$ cat src/rtl/rv32i_execute_step_top_assert.svh
// ----------------------------------------------------------------------------
// RV32I execute step: assertion macros
// Shared concurrent assertion forms, clocked on clk with reset rst_n.
// ----------------------------------------------------------------------------
`ifndef RV32I_EXECUTE_STEP_TOP_ASSERT_SVH
`define RV32I_EXECUTE_STEP_TOP_ASSERT_SVH

// same-cycle implication
`define RVX_ASSERT_IMPLY(label, ante, cons, msg) \
    label: assert property (@(posedge clk) disable iff (!rst_n) (ante) |-> (cons)) \
        else $error(msg);

// next-cycle implication
`define RVX_ASSERT_NEXT(label, ante, cons, msg) \
    label: assert property (@(posedge clk) disable iff (!rst_n) (ante) |=> (cons)) \
        else $error(msg);

`endif

$ cat src/rtl/rvx_pkg.sv
// ----------------------------------------------------------------------------
// RV32I execute step package
// Opcodes, status and function codes, and the execute result struct.
// ----------------------------------------------------------------------------
package rvx_pkg;

    localparam int MEM_BYTES_DEF = 16384;

    localparam logic [6:0] OP_LUI    = 7'b0110111;
    localparam logic [6:0] OP_AUIPC  = 7'b0010111;
    localparam logic [6:0] OP_JAL    = 7'b1101111;
    localparam logic [6:0] OP_JALR   = 7'b1100111;
    localparam logic [6:0] OP_BRANCH = 7'b1100011;
    localparam logic [6:0] OP_LOAD   = 7'b0000011;
    localparam logic [6:0] OP_STORE  = 7'b0100011;
    localparam logic [6:0] OP_IMM    = 7'b0010011;
    localparam logic [6:0] OP_REG    = 7'b0110011;
    localparam logic [6:0] OP_FENCE  = 7'b0001111;
    localparam logic [6:0] OP_SYSTEM = 7'b1110011;
    localparam logic [6:0] F7_ALT    = 7'b0100000;

    localparam logic [31:0] INS_ECALL  = 32'h0000_0073;
    localparam logic [31:0] INS_EBREAK = 32'h0010_0073;

    localparam logic [2:0] STAT_OK      = 3'd0;
    localparam logic [2:0] STAT_ECALL   = 3'd1;
    localparam logic [2:0] STAT_EBREAK  = 3'd2;
    localparam logic [2:0] STAT_FENCE   = 3'd3;
    localparam logic [2:0] STAT_UNKNOWN = 3'd4;
    localparam logic [2:0] STAT_ILLEGAL = 3'd5;

    localparam logic [1:0] FUNC_EXEC    = 2'd0;
    localparam logic [1:0] FUNC_SYSRET  = 2'd1;
    localparam logic [1:0] FUNC_START   = 2'd2;
    localparam logic [1:0] FUNC_PRELOAD = 2'd3;

    localparam logic CFG_ENTRY = 1'b0;
    localparam logic CFG_STACK = 1'b1;

    localparam logic [4:0] REG_SP = 5'd2;
    localparam logic [4:0] REG_A0 = 5'd10;
    localparam logic [4:0] REG_A1 = 5'd11;
    localparam logic [4:0] REG_A2 = 5'd12;
    localparam logic [4:0] REG_A3 = 5'd13;
    localparam logic [4:0] REG_A4 = 5'd14;
    localparam logic [4:0] REG_A7 = 5'd17;

    typedef struct packed {
        logic [2:0]  status;
        logic [31:0] npc;
        logic        rd_we;
        logic [4:0]  rd;
        logic [31:0] value;
        logic        load;
        logic        store;
        logic [31:0] addr;
        logic [2:0]  f3;
    } exec_res_t;

endpackage

$ cat src/rtl/rvx_exec.sv
// ----------------------------------------------------------------------------
// RV32I execute logic
// Decodes one instruction word and computes ALU, branch and address results.
// ----------------------------------------------------------------------------
module rvx_exec
    import rvx_pkg::*;
(
    input  logic [31:0] ins,
    input  logic [31:0] pc,
    input  logic [31:0] a,
    input  logic [31:0] b,
    output exec_res_t   res
);

    logic [6:0]  op;
    logic [2:0]  f3;
    logic [6:0]  f7;
    logic [31:0] imm_i;
    logic [31:0] imm_s;
    logic [31:0] imm_b;
    logic [31:0] imm_j;
    logic [31:0] imm_u;
    logic [31:0] opb;
    logic [4:0]  shamt;
    logic        lt_s;
    logic        lt_u;
    logic        take;
    logic        alt;
    logic [31:0] alu;

    assign op    = ins[6:0];
    assign f3    = ins[14:12];
    assign f7    = ins[31:25];
    assign imm_i = {{20{ins[31]}}, ins[31:20]};
    assign imm_s = {{20{ins[31]}}, ins[31:25], ins[11:7]};
    assign imm_b = {{19{ins[31]}}, ins[31], ins[7], ins[30:25], ins[11:8], 1'b0};
    assign imm_j = {{11{ins[31]}}, ins[31], ins[19:12], ins[20], ins[30:21], 1'b0};
    assign imm_u = {ins[31:12], 12'd0};
    assign opb   = (op == OP_REG) ? b : imm_i;
    assign shamt = opb[4:0];
    assign lt_s  = $signed(a) < $signed(opb);
    assign lt_u  = a < opb;
    assign alt   = (op == OP_REG) && (f7 == F7_ALT);

    always_comb
    begin
        unique case (f3)
            3'd0: alu = alt ? a - opb : a + opb;
            3'd1: alu = a << shamt;
            3'd2: alu = {31'd0, lt_s};
            3'd3: alu = {31'd0, lt_u};
            3'd4: alu = a ^ opb;
            3'd5: alu = (f7 == F7_ALT) ? 32'($signed(a) >>> shamt) : a >> shamt;
            3'd6: alu = a | opb;
            default: alu = a & opb;
        endcase
    end

    always_comb
    begin
        unique case (f3)
            3'd0: take = a == b;
            3'd1: take = a != b;
            3'd4: take = $signed(a) < $signed(b);
            3'd5: take = !($signed(a) < $signed(b));
            3'd6: take = a < b;
            default: take = a >= b;
        endcase
    end

    always_comb
    begin
        res        = '0;
        res.status = STAT_OK;
        res.npc    = pc + 32'd4;
        res.rd     = ins[11:7];
        res.f3     = f3;
        res.addr   = a + imm_i;
        res.rd_we  = ins[11:7] != 5'd0;
        unique case (op)
            OP_LUI:   res.value = imm_u;
            OP_AUIPC: res.value = pc + imm_u;
            OP_JAL:
            begin
                res.value = pc + 32'd4;
                res.npc   = pc + imm_j;
            end
            OP_JALR:
            begin
                if (f3 != 3'd0) res.status = STAT_ILLEGAL;
                res.value = pc + 32'd4;
                res.npc   = (a + imm_i) & ~32'd1;
            end
            OP_BRANCH:
            begin
                res.rd_we = 1'b0;
                if (f3 == 3'd2 || f3 == 3'd3) res.status = STAT_ILLEGAL;
                else if (take) res.npc = pc + imm_b;
            end
            OP_LOAD:
            begin
                res.rd_we = 1'b0;
                res.load  = 1'b1;
                if (f3 == 3'd3 || f3 == 3'd6 || f3 == 3'd7) res.status = STAT_ILLEGAL;
            end
            OP_STORE:
            begin
                res.rd_we = 1'b0;
                res.store = 1'b1;
                res.addr  = a + imm_s;
                if (f3 > 3'd2) res.status = STAT_ILLEGAL;
            end
            OP_IMM:
            begin
                res.value = alu;
                if (f3 == 3'd1 && f7 != 7'd0) res.status = STAT_ILLEGAL;
                if (f3 == 3'd5 && f7 != 7'd0 && f7 != F7_ALT) res.status = STAT_ILLEGAL;
            end
            OP_REG:
            begin
                res.value = alu;
                if (f7 != 7'd0 && !(f7 == F7_ALT && (f3 == 3'd0 || f3 == 3'd5)))
                    res.status = STAT_ILLEGAL;
            end
            OP_FENCE: res.status = STAT_FENCE;
            OP_SYSTEM:
            begin
                if (ins == INS_ECALL) res.status = STAT_ECALL;
                else if (ins == INS_EBREAK) res.status = STAT_EBREAK;
                else res.status = STAT_ILLEGAL;
            end
            default: res.status = STAT_UNKNOWN;
        endcase
        if (res.status != STAT_OK)
        begin
            res.rd_we = 1'b0;
            res.load  = 1'b0;
            res.store = 1'b0;
        end
    end

endmodule

$ cat config.mk
export PLATFORM = sky130hd
export DESIGN_NAME = rvx_exec
export DESIGN_NICKNAME = d
export VERILOG_FILES = /design/src/rtl/rv32i_execute_step_top_assert.svh /design/src/rtl/rvx_pkg.sv /design/src/rtl/rvx_exec.sv
export SDC_FILE = /design/constraint.sdc
export NUM_CORES = 1
export LEC_CHECK = 0
export ABC_AREA = 1
export BUFFER_PORTS_ARGS = -buffer_cell sky130_fd_sc_hd__clkbuf_2
export CAP_MARGIN = 30
export CORE_ASPECT_RATIO = 2
export CORE_MARGIN = 2
export CORE_UTILIZATION = 45
export DETAILED_ROUTE_END_ITERATION = 16
export SLEW_MARGIN = 20
export SYNTH_ARGS = -nofsm -noshare
export SYNTH_HDL_FRONTEND = slang
export SYNTH_SLANG_ARGS = --single-unit
$ cat constraint.sdc
create_clock -name vclk -period 9.6
set_input_delay 0.96 -clock vclk [all_inputs]
set_output_delay 0.96 -clock vclk [all_outputs]
set_load 0.005 [all_outputs]
==> impl_metrics.env, run 1 <==
export IMPL_haltStage="global routing (5_1_grt)"
export IMPL_hpwl_um=121300
export IMPL_grt_max_degree=79
export IMPL_synth_top_area_cell="nand2_1"
export IMPL_syn_inst=3806
export IMPL_first_error="[ERROR GRT-0116] Global routing finished with congestion. Check the congestion regions in the DRC Viewer."
export IMPL_cts_hold_buf=0
export IMPL_port_buffers=238
export IMPL_status="did not finish"
export IMPL_postCtsResizedCells=0
export IMPL_avgSynthCellArea_um2=5.179
export IMPL_syn_num_nets=4155
export IMPL_synth_area_leaders="nand2_1 20%, ha_1 14%, inv_1 9.5%"
export IMPL_synth_warnings=0
export IMPL_gp_congestion=1.257
export IMPL_synth_top_cell_area_share_pct=19.52
export IMPL_io_pins=238
export IMPL_seq_area_frac_synth_pct=0
export IMPL_yosysUniqueCellTypes=62
export IMPL_post_cts_setup_buffers=0
export IMPL_grt_overflow=1259
export IMPL_grtUsageTotal_pct=77.20
export IMPL_die_h_um=300.0
export IMPL_grt_pass1_vias=33870
export IMPL_grt_pass1_wl_um=268000
export IMPL_start_util_pct=45.44
export IMPL_synth_area_um2=19710
export IMPL_die_w_um=152.0
export IMPL_rows=108
per-stage QoR:
stage          cells  hold slack, ns  worst slack [ns]  cell area, um2
3_5_place_dp    4491           2.167             2.922           21180
3_3_place_gp    4487           2.166             2.988           21150
2_1_floorplan   3806           1.956             4.743           19710
4_1_cts         4491           2.168             2.920           21180
metal layers:
layer	track usage (%)	overflow
met1	71.52	14
met2	104.5	888
met3	51.18	26
met4	89.52	329
met5	8.466	2
Yosys cell counts, types with 9 or more instances:
cell type,number
a211oi_1,26
a21o_1,17
a21oi_1,349
buf_2,39
buf_4,15
clkbuf_1,70
ha_1,215
inv_1,498
nand2_1,1025
nand2_2,11
nand3_1,356
nand3b_1,13
nand4_1,64
nor2_1,329
nor3_1,52
nor4_1,14
o211ai_1,35
o21a_1,17
o21ai_0,291
o21ai_1,53
o21ai_2,9
o21bai_1,9
o221ai_1,15
o22ai_1,16
o31ai_1,10
or2_2,31
xnor2_1,43
xor2_1,76
cell families after synthesis:
family,after synthesis,share of synthesized area [%]
simple gates,1922,41.62
compound gates,890,25.33
buf+inv,648,13.18
fa+ha+maj,221,14.26
xor+xnor,119,5.288
mux,6,0.3174
==> run 2, diff against run 1 <==
--- a/config.mk
+++ b/config.mk
@@ -8,10 +8,10 @@
 export ABC_AREA = 1
 export BUFFER_PORTS_ARGS = -buffer_cell sky130_fd_sc_hd__clkbuf_2
 export CAP_MARGIN = 30
-export CORE_ASPECT_RATIO = 2
 export CORE_MARGIN = 2
-export CORE_UTILIZATION = 45
+export CORE_UTILIZATION = 30
 export DETAILED_ROUTE_END_ITERATION = 16
+export PLACE_DENSITY_LB_ADDON = 0.15
 export SLEW_MARGIN = 20
 export SYNTH_ARGS = -nofsm -noshare
 export SYNTH_HDL_FRONTEND = slang
==> impl_metrics.env, run 2 <==
export IMPL_die_h_um=260.3
export IMPL_power_mw=1.412
export IMPL_grt_pass1_vias=25790
export IMPL_grt_setup_unrepaired="no"
export IMPL_antenna_diode_count=0
export IMPL_hpwl_um=103800
export IMPL_postCtsResizedCells=0
export IMPL_via_count=27810
export IMPL_crit_family="simple AND/OR/NAND/NOR gates"
export IMPL_drtPass1Iterations=6
export IMPL_syn_inst=3806
export IMPL_port_buffers=238
export IMPL_ant_nets=0
export IMPL_synth_top_cell_area_share_pct=19.52
export IMPL_powerDensity_nw_per_um2=65.54
export IMPL_status="complete, no violations"
export IMPL_cts_hold_buf=0
export IMPL_slowest_delay_ns=0.72
export IMPL_first_iter_violations=3384
export IMPL_cap_violations=0
export IMPL_avgSynthCellArea_um2=5.179
export IMPL_drive_above_1_share_pct=9.068
export IMPL_n_clock_buffer=0
export IMPL_synth_top_area_cell="nand2_1"
export IMPL_synth_area_um2=19710
export IMPL_final_seq_area_um2=0
export IMPL_post_cts_setup_buffers=0
export IMPL_path_class="input port to output port"
export IMPL_worstMarginPinSlew_ns=1.043
export IMPL_grtUsageTotal_pct=35.21
export IMPL_ys_top_cells_by_count="1025 x nand2_1, 498 x inv_1, 356 x nand3_1"
export IMPL_cellLeakagePower_nw=11.18
export IMPL_gp_congestion=1.069
export IMPL_final_max_slew_viol_count=0
export IMPL_dieArea_um2=67770
export IMPL_pre_cts_ws_ns=2.856
export IMPL_path_common_cell="nand2_1"
export IMPL_start_kind="input port"
export IMPL_nets=4288
export IMPL_fillers=7750
export IMPL_rows=93
export IMPL_syn2layout_area_growth_pct=9.287
export IMPL_end_kind="output port"
export IMPL_crit_chain="clkbuf_2 -> inv_1 -> nand2_1 -> nor2_4 -> nand2_4 -> nand2_1 -> o21ai_0 -> ha_1 -> nand2_1 -> nor2_1 -> inv_1 -> o21ai_0 -> a21oi_1 -> o21ai_0 -> nand2_1 -> nand3_1 -> nand2_1 -> nand2_1 -> nand3_1 -> nand2_1 -> nand2_1 -> nand2_1 -> clkbuf_2"
export IMPL_io_pins=238
export IMPL_final_cell_mix="1023 x nand2_1, 497 x inv_1, 356 x nand3_1"
export IMPL_hp_class="input port to output port"
export IMPL_finalSetupViolations=0
export IMPL_synth_area_leaders="nand2_1 20%, ha_1 14%, inv_1 9.5%"
export IMPL_fin_hold_ws_ns=2.169
export IMPL_fin_cells=4792
export IMPL_start_util_pct=30.47
export IMPL_hold_viol=0
export IMPL_crit_required_ns=8.64
export IMPL_yosysUniqueCellTypes=62
export IMPL_fin_ws_ns=2.723
export IMPL_synth_warnings=0
export IMPL_core_um2=64700
export IMPL_syn_num_nets=4155
export IMPL_grt_overflow=0
export IMPL_clock_fmax_mhz=145.4
export IMPL_synth_most_common_cell="nand2_1"
export IMPL_final_common_cell="nand2_1"
export IMPL_cp_max_fo=42
export IMPL_antenna_found_initial=3
export IMPL_seq_cell_count=0
export IMPL_grt_max_degree=78
export IMPL_cp_num_buf_inv=4
export IMPL_multi_input_area_um2=17130
export IMPL_ir_worst_vdd_uv=35.98
export IMPL_viasPerCell=5.803
export IMPL_placed_cells=4792
export IMPL_fin_crit_sh_pct=71.63
export IMPL_arrival_ns=5.92
export IMPL_wirelength_um=124300
export IMPL_grt_pass1_wl_um=175800
export IMPL_route_detailed_drc=0
export IMPL_die_w_um=260.3
export IMPL_crit_slowest_cell="ha_1"
export IMPL_drt_wirelength_per_cell_um=25.94
export IMPL_relSlewSlack_pct=30.08
export IMPL_setup_tns_ns=0
export IMPL_seq_area_frac_synth_pct=0
export IMPL_finalCriticalPeriod_ns=6.877
==> run 2: cell counts after synthesis <==
Identical to the previous run, type by type.
==> run 2: kinds of logic (layout without fill, tap and decap cells) <==
family | after synthesis | after routing | synth area share, %
muxes | 6 | 6 | 0.3174
AOI/OAI and AO/OA | 890 | 890 | 25.33
adders and majority gates | 221 | 221 | 14.26
xor gates and xnor gates | 119 | 119 | 5.288
buffers and inverters | 648 | 779 | 13.18
and+or+nand+nor | 1922 | 1922 | 41.62
==> run 2: layout make-up <==
| class | instances | area share (%) |
|---|---|---|
| Inverter | 510 | 8.887 |
| Multi-Input combinational cell | 3158 | 79.54 |
| Tap cell | 855 | 4.966 |
| Timing Repair Buffer | 269 | 6.610 |
==> run 2: metal layers <==
layer | track usage (%) | share of wire [%] | vias to the layer above | routed length, um
li1 | - | - | 12970 | -
met1 | 46.25 | 41 | 12990 | 51420
met2 | 55.09 | 43 | 1540 | 52900
met3 | 5.138 | 9.2 | 305 | 11440
met4 | 19.57 | 6.8 | 4 | 8504
met5 | 0 | 0.023 | - | 29
==> run 2: power breakdown <==
group | internal, mW | switching [mW] | leakage (nW)
registers | 0 | 0 | 0
logic | 0.413 | 0.999 | 11.2
clock network | 0 | 0 | 0
==> run 2: worst paths after layout <==
check	to	slack, ns	start	cells after the start
setup / recovery	res[64]	2.72	ins[3]	23
hold / removal	res[72]	2.17	ins[10]	2
==> run 2: per-stage QoR <==
stage | instance area (um2) | utilization, %
after floorplan | 19710 | -
after global placement | 21530 | 33.29
after detailed placement | 21540 | 33.29
after CTS | 21540 | 33.29
after global routing | 21540 | 33.29
final | 21540 | 33.29
(Power assumes the default switching activity.)
